<file path="config.mk">
export PLATFORM = sky130hd
export DESIGN_NAME = uart_rx_oversampled_parity_core
export DESIGN_NICKNAME = d
export VERILOG_FILES = /design/src/rtl/uarx_pkg.sv /design/src/rtl/uart_rx_oversampled_parity_core.sv /design/src/rtl/uarx_apb.sv /design/src/rtl/uarx_frame.sv /design/src/rtl/uarx_out.sv
export SDC_FILE = /design/constraint.sdc
export NUM_CORES = 1
export LEC_CHECK = 0
export ABC_AREA = 1
export BUFFER_PORTS_ARGS = -buffer_cell sky130_fd_sc_hd__buf_2
export CAP_MARGIN = 25
export CORE_ASPECT_RATIO = 0.5
export CORE_MARGIN = 2
export CORE_UTILIZATION = 30
export DETAILED_ROUTE_END_ITERATION = 10
export GPL_TIMING_DRIVEN = 0
export MAX_ROUTING_LAYER = met4
export PLACE_DENSITY_LB_ADDON = 0.15
export RECOVER_POWER = 50
export SLEW_MARGIN = 20
export SYNTH_ARGS = -nofsm -noshare
export SYNTH_HDL_FRONTEND = slang
export SYNTH_SLANG_ARGS = --single-unit
</file>
<file path="constraint.sdc">
create_clock -name clk -period 2.1 [get_ports clk]
set_input_delay 0.525 -clock clk [delete_from_list [all_inputs] [get_ports clk]]
set_output_delay 0.525 -clock clk [all_outputs]
set_load 0.01 [all_outputs]
</file>
<file path="src/rtl/uarx_pkg.sv">
// Shared types and constants for the oversampled UART receiver.
// No dependencies; imported by every module of the receiver.
`default_nettype none

package uarx_pkg;

    // Start hunt: last four samples, oldest in the MSB
    localparam logic [3:0] HUNT_MASK     = 4'hF;
    localparam logic [3:0] START_PATTERN = 4'hC;

    // Frame layout
    localparam int         DATA_BITS     = 8;
    localparam logic [7:0] DATA_MSB      = 8'h80;
    localparam logic [3:0] BIT_FIRST     = 4'd1;
    localparam logic [3:0] BIT_LAST_DATA = 4'd8;
    localparam logic [3:0] BIT_NINTH     = 4'd9;

    // parity_mode codes
    localparam logic [1:0] PAR_NONE = 2'd0;
    localparam logic [1:0] PAR_EVEN = 2'd1;
    localparam logic [1:0] PAR_ODD  = 2'd2;

    // parity_status codes
    localparam logic [1:0] PSTAT_UNCHECKED = 2'd0;
    localparam logic [1:0] PSTAT_OK        = 2'd1;
    localparam logic [1:0] PSTAT_ERROR     = 2'd2;

    // Register indexes on the config port
    localparam logic REG_PARITY_MODE = 1'b0;
    localparam logic REG_RX_ENABLE   = 1'b1;
    localparam int   PADDR_W         = 3;

    typedef struct packed {
        logic [1:0] parity_mode;
        logic       rx_enable;
    } cfg_t;

    typedef struct packed {
        logic [DATA_BITS-1:0] rx_byte;
        logic [1:0]           parity_status;
        logic                 stop_ok;
    } rx_result_t;

endpackage

`default_nettype wire

</file>
<file path="src/rtl/uart_rx_oversampled_parity_core.sv">
// A result beat appears on out_valid in the cycle after the stop-sample beat is accepted.
// Accepts one line sample per cycle; in_ready drops only while a result waits unclaimed
// in the single output register.
// After the start is detected a frame spans 9 or 10 bit times of SAMPLES_PER_BIT samples each.
// Reset (rst_n low, asynchronous): receiver idle, hunt cleared, registers zero except the output payload, output empty.
// Top level of the oversampled UART receiver; uses uarx_pkg, uarx_apb, uarx_frame, uarx_out.
`default_nettype none

module uart_rx_oversampled_parity_core #(
    parameter int SAMPLES_PER_BIT = 4
) (
    input  wire logic                         clk,
    input  wire logic                         rst_n,
    // config port
    input  wire logic                         psel,
    input  wire logic                         penable,
    input  wire logic                         pwrite,
    input  wire logic [uarx_pkg::PADDR_W-1:0] paddr,
    input  wire logic [31:0]                  pwdata,
    output logic      [31:0]                  prdata,
    output logic                              pready,
    // sample channel
    input  wire logic                         in_valid,
    output logic                              in_ready,
    input  wire logic                         line_level,
    // result channel
    output logic                              out_valid,
    input  wire logic                         out_ready,
    output logic [uarx_pkg::DATA_BITS-1:0]    rx_byte,
    output logic [1:0]                        parity_status,
    output logic                              stop_ok
);
    import uarx_pkg::*;

    cfg_t       cfg;
    rx_result_t res;
    rx_result_t res_out;
    logic       res_valid;
    logic       space;
    logic       step;

    assign in_ready = space;
    assign step     = in_valid & in_ready;

    uarx_apb u_apb (
        .clk     (clk),
        .rst_n   (rst_n),
        .psel    (psel),
        .penable (penable),
        .pwrite  (pwrite),
        .paddr   (paddr),
        .pwdata  (pwdata),
        .prdata  (prdata),
        .pready  (pready),
        .cfg     (cfg)
    );

    uarx_frame #(
        .SAMPLES_PER_BIT (SAMPLES_PER_BIT)
    ) u_frame (
        .clk       (clk),
        .rst_n     (rst_n),
        .step      (step),
        .level     (line_level),
        .cfg       (cfg),
        .res_valid (res_valid),
        .res       (res)
    );

    uarx_out u_out (
        .clk       (clk),
        .rst_n     (rst_n),
        .load      (res_valid),
        .res_in    (res),
        .out_ready (out_ready),
        .out_valid (out_valid),
        .space     (space),
        .res_out   (res_out)
    );

    assign rx_byte       = res_out.rx_byte;
    assign parity_status = res_out.parity_status;
    assign stop_ok       = res_out.stop_ok;

endmodule

`default_nettype wire

</file>
<file path="src/rtl/uarx_apb.sv">
// APB-style configuration registers: parity_mode and rx_enable.
// Depends on uarx_pkg.
`default_nettype none

module uarx_apb (
    input  wire logic                         clk,
    input  wire logic                         rst_n,
    input  wire logic                         psel,
    input  wire logic                         penable,
    input  wire logic                         pwrite,
    input  wire logic [uarx_pkg::PADDR_W-1:0] paddr,
    input  wire logic [31:0]                  pwdata,
    output logic      [31:0]                  prdata,
    output logic                              pready,
    output uarx_pkg::cfg_t                    cfg
);
    import uarx_pkg::*;

    cfg_t cfg_reg;
    cfg_t cfg_next;
    logic wr_en;
    logic reg_sel;

    assign pready  = 1'b1;
    assign wr_en   = psel & penable & pwrite & pready;
    assign reg_sel = paddr[2];

    // Write decode, value masked to register width
    always_comb
    begin
        cfg_next = cfg_reg;
        if (wr_en)
        begin
            case (reg_sel)
                REG_PARITY_MODE: cfg_next.parity_mode = pwdata[1:0];
                REG_RX_ENABLE:   cfg_next.rx_enable   = pwdata[0];
                default:         cfg_next = cfg_reg;
            endcase
        end
    end

    always_ff @(posedge clk or negedge rst_n)
    begin
        if (!rst_n)
        begin
            cfg_reg <= '0;
        end
        else
        begin
            cfg_reg <= cfg_next;
        end
    end

    // Read mux
    always_comb
    begin
        case (reg_sel)
            REG_PARITY_MODE: prdata = {30'd0, cfg_reg.parity_mode};
            REG_RX_ENABLE:   prdata = {31'd0, cfg_reg.rx_enable};
            default:         prdata = '0;
        endcase
    end

    assign cfg = cfg_reg;

endmodule

`default_nettype wire

</file>
<file path="src/rtl/uarx_frame.sv">
// Per-tick receiver state: start hunt, bit timing, data/parity capture.
// Depends on uarx_pkg.
`default_nettype none

module uarx_frame #(
    parameter int SAMPLES_PER_BIT = 4
) (
    input  wire logic                 clk,
    input  wire logic                 rst_n,
    input  wire logic                 step,
    input  wire logic                 level,
    input  wire uarx_pkg::cfg_t       cfg,
    output logic                      res_valid,
    output uarx_pkg::rx_result_t      res
);
    import uarx_pkg::*;

    localparam int              TICK_W    = $clog2(SAMPLES_PER_BIT);
    localparam logic [TICK_W-1:0] TICK_LAST = TICK_W'(SAMPLES_PER_BIT - 1);

    logic [3:0]           hunt_shift_reg,    hunt_shift_next;
    logic                 receiving_reg,     receiving_next;
    logic [TICK_W-1:0]    tick_count_reg,    tick_count_next;
    logic [3:0]           bit_index_reg,     bit_index_next;
    logic [DATA_BITS-1:0] data_shift_reg,    data_shift_next;
    logic                 ones_parity_reg,   ones_parity_next;
    logic [1:0]           parity_result_reg, parity_result_next;

    logic [3:0] hunt_shifted;
    logic [3:0] bit_inc;
    logic       par_odd;

    assign hunt_shifted = {hunt_shift_reg[2:0], level} & HUNT_MASK;
    assign bit_inc      = bit_index_reg + 4'd1;
    assign par_odd      = ones_parity_reg ^ level;

    // Next-state for one sample beat
    always_comb
    begin
        hunt_shift_next    = hunt_shift_reg;
        receiving_next     = receiving_reg;
        tick_count_next    = tick_count_reg;
        bit_index_next     = bit_index_reg;
        data_shift_next    = data_shift_reg;
        ones_parity_next   = ones_parity_reg;
        parity_result_next = parity_result_reg;
        res_valid          = 1'b0;

        if (step && cfg.rx_enable)
        begin
            if (!receiving_reg)
            begin
                // hunting for high,high,low,low
                if (hunt_shifted == START_PATTERN)
                begin
                    receiving_next     = 1'b1;
                    hunt_shift_next    = '0;
                    tick_count_next    = '0;
                    bit_index_next     = '0;
                    data_shift_next    = '0;
                    ones_parity_next   = 1'b0;
                    parity_result_next = PSTAT_UNCHECKED;
                end
                else
                begin
                    hunt_shift_next = hunt_shifted;
                end
            end
            else if (tick_count_reg != TICK_LAST)
            begin
                tick_count_next = tick_count_reg + TICK_W'(1);
            end
            else
            begin
                // bit sample point
                tick_count_next = '0;
                bit_index_next  = bit_inc;
                if (bit_inc inside {[BIT_FIRST:BIT_LAST_DATA]})
                begin
                    data_shift_next  = (data_shift_reg >> 1) | (level ? DATA_MSB : '0);
                    ones_parity_next = par_odd;
                end
                else if (bit_inc == BIT_NINTH)
                begin
                    case (cfg.parity_mode)
                        PAR_NONE: res_valid = 1'b1;
                        PAR_EVEN: parity_result_next = !par_odd ? PSTAT_OK : PSTAT_ERROR;
                        PAR_ODD:  parity_result_next = par_odd ? PSTAT_OK : PSTAT_ERROR;
                        default:  parity_result_next = parity_result_reg;
                    endcase
                end
                else
                begin
                    res_valid = 1'b1;
                end
                if (res_valid)
                begin
                    receiving_next = 1'b0;
                end
            end
        end
    end

    // Result fields for a stop sample
    assign res.rx_byte       = data_shift_reg;
    assign res.parity_status = parity_result_reg;
    assign res.stop_ok       = level;

    always_ff @(posedge clk or negedge rst_n)
    begin
        if (!rst_n)
        begin
            hunt_shift_reg    <= '0;
            receiving_reg     <= 1'b0;
            tick_count_reg    <= '0;
            bit_index_reg     <= '0;
            data_shift_reg    <= '0;
            ones_parity_reg   <= 1'b0;
            parity_result_reg <= PSTAT_UNCHECKED;
        end
        else
        begin
            hunt_shift_reg    <= hunt_shift_next;
            receiving_reg     <= receiving_next;
            tick_count_reg    <= tick_count_next;
            bit_index_reg     <= bit_index_next;
            data_shift_reg    <= data_shift_next;
            ones_parity_reg   <= ones_parity_next;
            parity_result_reg <= parity_result_next;
        end
    end

endmodule

`default_nettype wire

</file>
<file path="src/rtl/uarx_out.sv">
// Output result register with valid/ready handshake.
// Depends on uarx_pkg.
`default_nettype none

module uarx_out (
    input  wire logic                 clk,
    input  wire logic                 rst_n,
    input  wire logic                 load,
    input  wire uarx_pkg::rx_result_t res_in,
    input  wire logic                 out_ready,
    output logic                      out_valid,
    output logic                      space,
    output uarx_pkg::rx_result_t      res_out
);
    import uarx_pkg::*;

    logic       out_valid_reg, out_valid_next;
    rx_result_t res_reg;

    // Room for a new beat when empty or draining this cycle
    assign space = !out_valid_reg || out_ready;

    always_comb
    begin
        out_valid_next = out_valid_reg;
        if (load)
        begin
            out_valid_next = 1'b1;
        end
        else if (out_ready)
        begin
            out_valid_next = 1'b0;
        end
    end

    always_ff @(posedge clk or negedge rst_n)
    begin
        if (!rst_n)
        begin
            out_valid_reg <= 1'b0;
        end
        else
        begin
            out_valid_reg <= out_valid_next;
        end
    end

    // Payload, no reset needed
    always_ff @(posedge clk)
    begin
        if (load)
        begin
            res_reg <= res_in;
        end
    end

    assign out_valid = out_valid_reg;
    assign res_out   = res_reg;

endmodule

`default_nettype wire

</file>
=== Word-level counts from Yosys, hierarchy flattened ===
Index checks and enable logic that the tools add are counted.

* Logic and storage cells: 87
* Output and inout port bits: 46
* Register bits after elaboration: 36

* Equality and inequality tests: 10
* Reductions and logical operators: 14
* Multiplexer cells: 39
* Add/subtract/negate cells: 2
* Order comparisons: 2
* Bitwise gates (word level): 7

{| class="wikitable"
|+ Operator list
! cell !! count
|-
| $pmux 32 s2 || 1
|-
| $mux 8 || 5
|-
| $mux 1 || 19
|-
| $mux 2 || 9
|-
| $mux 4 || 3
|-
| $ne 2x2->1 const B || 5
|-
| $eq 4x4->1 const B || 2
|-
| $or 7x8->8 || 1
|-
| $reduce_and 2->1 || 4
|-
| $reduce_and 6->1 || 1
|-
| $add 4x1->4 const B || 1
|-
| $ge 4x1->1 const B || 1
|-
| $le 4x4->1 const B || 1
|-
| $pmux 2 s2 || 1
|-
| $reduce_and 4->1 || 1
|-
| $reduce_bool 2->1 || 2
|-
| $and 1x1->1 || 3
|-
| $mux 3 || 1
|-
| $ne 3x3->1 const B || 1
|-
| $reduce_and 3->1 || 1
|-
| $add 2x1->2 const B || 1
|-
| $eq 2x1->1 const B || 1
|-
| $eq 2x2->1 const B || 1
|-
| $logic_and 1x1->1 || 2
|-
| 5 further kinds || 6
|}

=== Depth between registers and ports, before layout ===
* Depth in word-level cells: 11
* Depth in mapped cells: 10

=== Modules after synthesis ===
A second synthesis with hierarchy kept.

* Cells, all modules: 206
* Area, all modules: 1,868.0 sq um

{| class="wikitable"
|+ Modules (own cells, without submodules)
! module !! area an instance (sq um) !! cells each !! instances
|-
| uarx_frame || 1,076.0 || 132 || 1
|-
| uarx_apb || 409.1 || 56 || 1
|-
| uarx_out || 375.4 || 16 || 1
|-
| uart_rx_oversampled_parity_core || 7.5 || 2 || 1
|}

=== Least setup slack after synthesis ===
OpenSTA, ideal clock, no wires.

* Path type: register -> register
* Start point: register u_frame.bit_index_reg[0]
* End point: register u_out.res_reg, in the netlist u_out.res_out[0], enable pin
* Buffers on the path: 0
* Cell stages (with the launch flop): 7
* Arrival time: 1.431 ns
* Setup time: 0.366 ns
* Slack: 0.303 ns
* Period minus slack after synthesis: 1.797 ns
* Cells stage by stage: dfrtp_1 -> inv_1 -> ha_1 -> nor2_2 -> nand3b_2 -> nand3_4 -> nor2_2

* Cells in the longest elaborated chain, start to end: 10
* Elaborated cells on any way between the ends: 13
* Those cells by class: add/sub (1); order compare (2); eq/ne (1); mux (8); reduce/logical (1)

{| class="wikitable"
|+ RTL lines
! element !! line !! source
|-
| start, declared || uarx_frame.sv:24 || <nowiki>logic [3:0] bit_index_reg, bit_index_next;</nowiki>
|-
| start signal, assigned || uarx_frame.sv:126 || <nowiki>bit_index_reg <= bit_index_next;</nowiki>
|-
| $add 4x1->4 (*) || uarx_frame.sv:34 || <nowiki>assign bit_inc = bit_index_reg + 4'd1;</nowiki>
|-
| $ge 4x1->1 (tied with other cells) || uarx_frame.sv:78 || <nowiki>if (bit_inc inside {[BIT_FIRST:BIT_LAST_DATA]})</nowiki>
|-
| $logic_and 1x1->1 / $mux 1 (equally long branches) || uarx_frame.sv:78, uarx_frame.sv:83 ||
|-
| $mux 1 (*) || uarx_frame.sv:78 ||
|-
| $mux 1 (*) || uarx_frame.sv:69 || <nowiki>else if (tick_count_reg != TICK_LAST)</nowiki>
|-
| $mux 1 (*) || uarx_frame.sv:51 || <nowiki>if (!receiving_reg)</nowiki>
|-
| $mux 1 (*) || uarx_frame.sv:49 || <nowiki>if (step && cfg.rx_enable)</nowiki>
|-
| $mux 1 (*) || uarx_frame.sv:69 ||
|-
| $mux 1 (*) || uarx_frame.sv:51 ||
|-
| $mux 1 (*) || uarx_frame.sv:49 ||
|-
| via res_valid || uart_rx_oversampled_parity_core.sv:38 || <nowiki>logic res_valid;</nowiki>
|-
| end signal, assigned || uarx_out.sv:53 || <nowiki>res_reg <= res_in;</nowiki>
|-
| end, declared || uarx_out.sv:18 || <nowiki>rx_result_t res_reg;</nowiki>
|}

The timed path passes the listed nets; every way through them passes the cells marked *. The select of a mux whose other input is x is not followed.
A chain may end at the register's enable or synchronous reset.

=== Worst setup path after layout ===
* Start point: register u_frame.bit_index_reg[0]
* End point: register u_out.res_reg, in the netlist u_out.res_out[6], enable pin

The elaborated chain is that of the path after synthesis.

==> impl_results.md <==
* Drt pass-1 iters at 4
* FF+latch count, synth at 36
* Startpoint Class: flip-flop
* Register area share after synthesis at 0.479
* CP Capture Type: flip-flop
* Total gr overflow at 0
* Worst r2r src: u_frame.bit_index_reg[0]$_DFFE_PN0P_
* Layout area overhead at 24.9%
* WHS Path Cells at 0
* CP startpoint: u_frame.bit_index_reg[0]$_DFFE_PN0P_
* Fillers at 645
* Pleak at 1.30 nW
* Die height at 61.7 um
* Worst hold endpoint: u_out.res_out[3]$_DFFE_PP_
* Mapped Area at 0.00200 mm^2
* Top-area cell type share of the netlist area at 0.313
* Drc violations at 0
* Row cnt at 20
* Fmax at 540 MHz
* ANT cells at 0
* # H-tree levels at 2
* CTS tree: yes
* NetSw at 0.982 mW
* Cell Count, Final, Fillers Out at 355
* Routed Antenna Nets at 0
* Worst-Margin Slew at 1.38 ns
* Setup-failing EPs final at 0
* Clk_skew at 0.00391 ns
* Vias per inst at 3.98
* Average wire per standard cell at 9.72 um
* Ranking of synthesized cells by area: dfrtp_1, edfxtp_1, buf_4
* Status: completed
* Clk sinks at 36
* Layout Nets at 315
* Cell area power density at 1100 mW/mm^2
* Max Root-Sink Buffers at 2
* Syn. warnings at 0
* Worst Hold Class: reg2reg
* Critical path class: reg2reg
* Syn Area/Cell at 9.74 um^2
* Root Driver: clkbuf_16
* Leading cell types in the layout, fill and taps excluded: nand2_1, buf_4, conb_1
* First-pass GRT wire length at 6070 um
* Cells after Synth at 205
* Initial antenna violation count at 0
* Library cells used by synthesis at 32
* Setup TNS at 0 ns
* Initial DRC count at 103
* GPL Wtd Cong at 0.742
* Max_slew headroom at 0.0784
* Comb pwr share at 0.336
* Crit-path max FO at 12
* Num CTS Buffers at 5
* Commonest non-fill, non-tap cell in the layout: nand2_1
* R2R cell count at 6
* Fin crit share at 0.882
* Worst skew pair latency at 0.28 ns
* Vias in the first global route at 1401
* Max Cap Viol at 0
* Total Power at 2.75 mW
* IO Port Bufs at 25
* Die ar. at 0.00736 mm^2
* FF-to-FF setup slack at 0.25 ns
* Reg2reg end: u_out.res_out[6]$_DFFE_PP_
* Peak supply drop at 0.404 mV
* Internal power at 1.77 mW
* Final hold violations at 0
* Max FFs per register at 11
* Core outline area at 0.00626 mm^2
* Post-CTS setup buffers at 0
* Via count at 1412
* Die W at 119 um
* Post-Place Cells at 347
* CP arrival at 1.79 ns
* Total wire length at 3450 um
* Worst EP required at 2.04 ns
* Initial Util at 0.319
* Ports at 89
* GRT Overall Usage at 0.112
* Clock slew at reported path FFs at 0.06 ns
* Largest net degree at the start of global routing at 26
* Share of cells above drive strength 1 at 0.330
* DPL Wire Length at 2580 um
* Final min period at 1.85 ns
* Max Slew Vio Count at 0
* Flop pwr share at 0.360
* RSZ-0062 raised after global routing: false
* Switching share of power at 0.357
* Startpoint of the worst hold path: u_frame.data_shift_reg[0]$_DFFE_PN0P_
* Clock share of power at 0.304
* Cell taking the most area after synthesis: dfrtp_1
worst max-delay path by stage:
stage                                 endpoint  slack, ns  cells past startpoint
floorplan           u_out.res_out[0]$_DFFE_PP_       0.30                      6
global placement    u_out.res_out[8]$_DFFE_PP_       0.03                      6
detailed placement  u_out.res_out[8]$_DFFE_PP_       0.02                      6
CTS                 u_out.res_out[8]$_DFFE_PP_      0.003                      6
global route        u_out.res_out[6]$_DFFE_PP_       0.09                      6
finish              u_out.res_out[6]$_DFFE_PP_       0.25                      6
power by group through the flow:
stage	clock network [mW]	registers (mW)	logic, mW
2_1_floorplan	0	0.982	0.762
3_3_place_gp	0	0.999	0.911
3_5_place_dp	0	1.00	0.929
4_1_cts	0.863	0.995	0.935
5_1_grt	0.888	1.02	1.05
6_report	0.837	0.990	0.925
logic make-up after synthesis:
family / count (synthesis) / synth area share
simple gates: 92 / 0.251
buf+inv: 49 / 0.159
flops: 36 / 0.479
compound gates: 16 / 0.0495
fa+ha+maj: 6 / 0.0376
mux: 3 / 0.0163
other cells: 2 / 0.00376
xor+xnor: 1 / 0.00439
what timing repair did:
item	4_1_cts	5_1_grt
hold buffers	0	0
gates resized for setup	0	1
endpoints found under the setup margin	0	11
final cells by class:
class | instances | area, um^2 | share of cell area
multi-input cells | 149 | 823 | 0.330
repair buffers | 25 | 121 | 0.0486
inverters | 16 | 61.3 | 0.0246
flip-flops and latches | 36 | 956 | 0.383
well taps | 88 | 110 | 0.0441
clock inverters | 3 | 42.5 | 0.0171
clock buffers | 5 | 125 | 0.0502
plain buffers | 33 | 255 | 0.102
critical path: stages (launching register included):
cell and delay [ns]:
dfrtp_1 0.42, inv_1 0.09, ha_1 0.23, nor2_2 0.12, nand3b_2 0.17, nand3_4 0.12, nor2_4 0.35
layer usage:
layer / GRT usage / vias up / routed length (um)
met2: 0.200 / 48 / 1540
met1: 0.120 / 626 / 1590
met5: - / - / 0
met4: 0.0605 / 0 / 72
met3: 0.0301 / 8 / 247
li1: - / 730 / -
cell usage after synthesis:
cell and instances:
a21boi_1 1, a21oi_1 3, a21oi_4 1, a31oi_1 1
and3_1 1, buf_4 31, buf_6 2, clkinv_2 1
conb_1 2, dfrtp_1 25, edfxtp_1 11, ha_1 6
inv_1 13, inv_2 2, mux2_2 2, mux2i_1 1
nand2_1 43, nand2_2 4, nand2_4 3, nand3_1 16
nand3_2 2, nand3_4 3, nand3b_2 1, nand4_1 2
nand4_2 2, nor2_1 10, nor2_2 4, nor2_4 1
o21ai_0 8, o21ai_1 1, o21ai_2 1, xnor2_1 1
stage by stage:
step	hold slack [ns]	worst slack, ns	util	instance area (um^2)
global placement	0.436	0.0325	0.374	2340
CTS	0.264	0.00265	0.401	2510
finish	0.447	0.247	0.399	2490
floorplan	0.229	0.303	-	2110
global route	0.461	0.0923	0.399	2490
detailed placement	0.438	0.0200	0.374	2340
No activity file was read; power rests on OpenSTA's default activity.
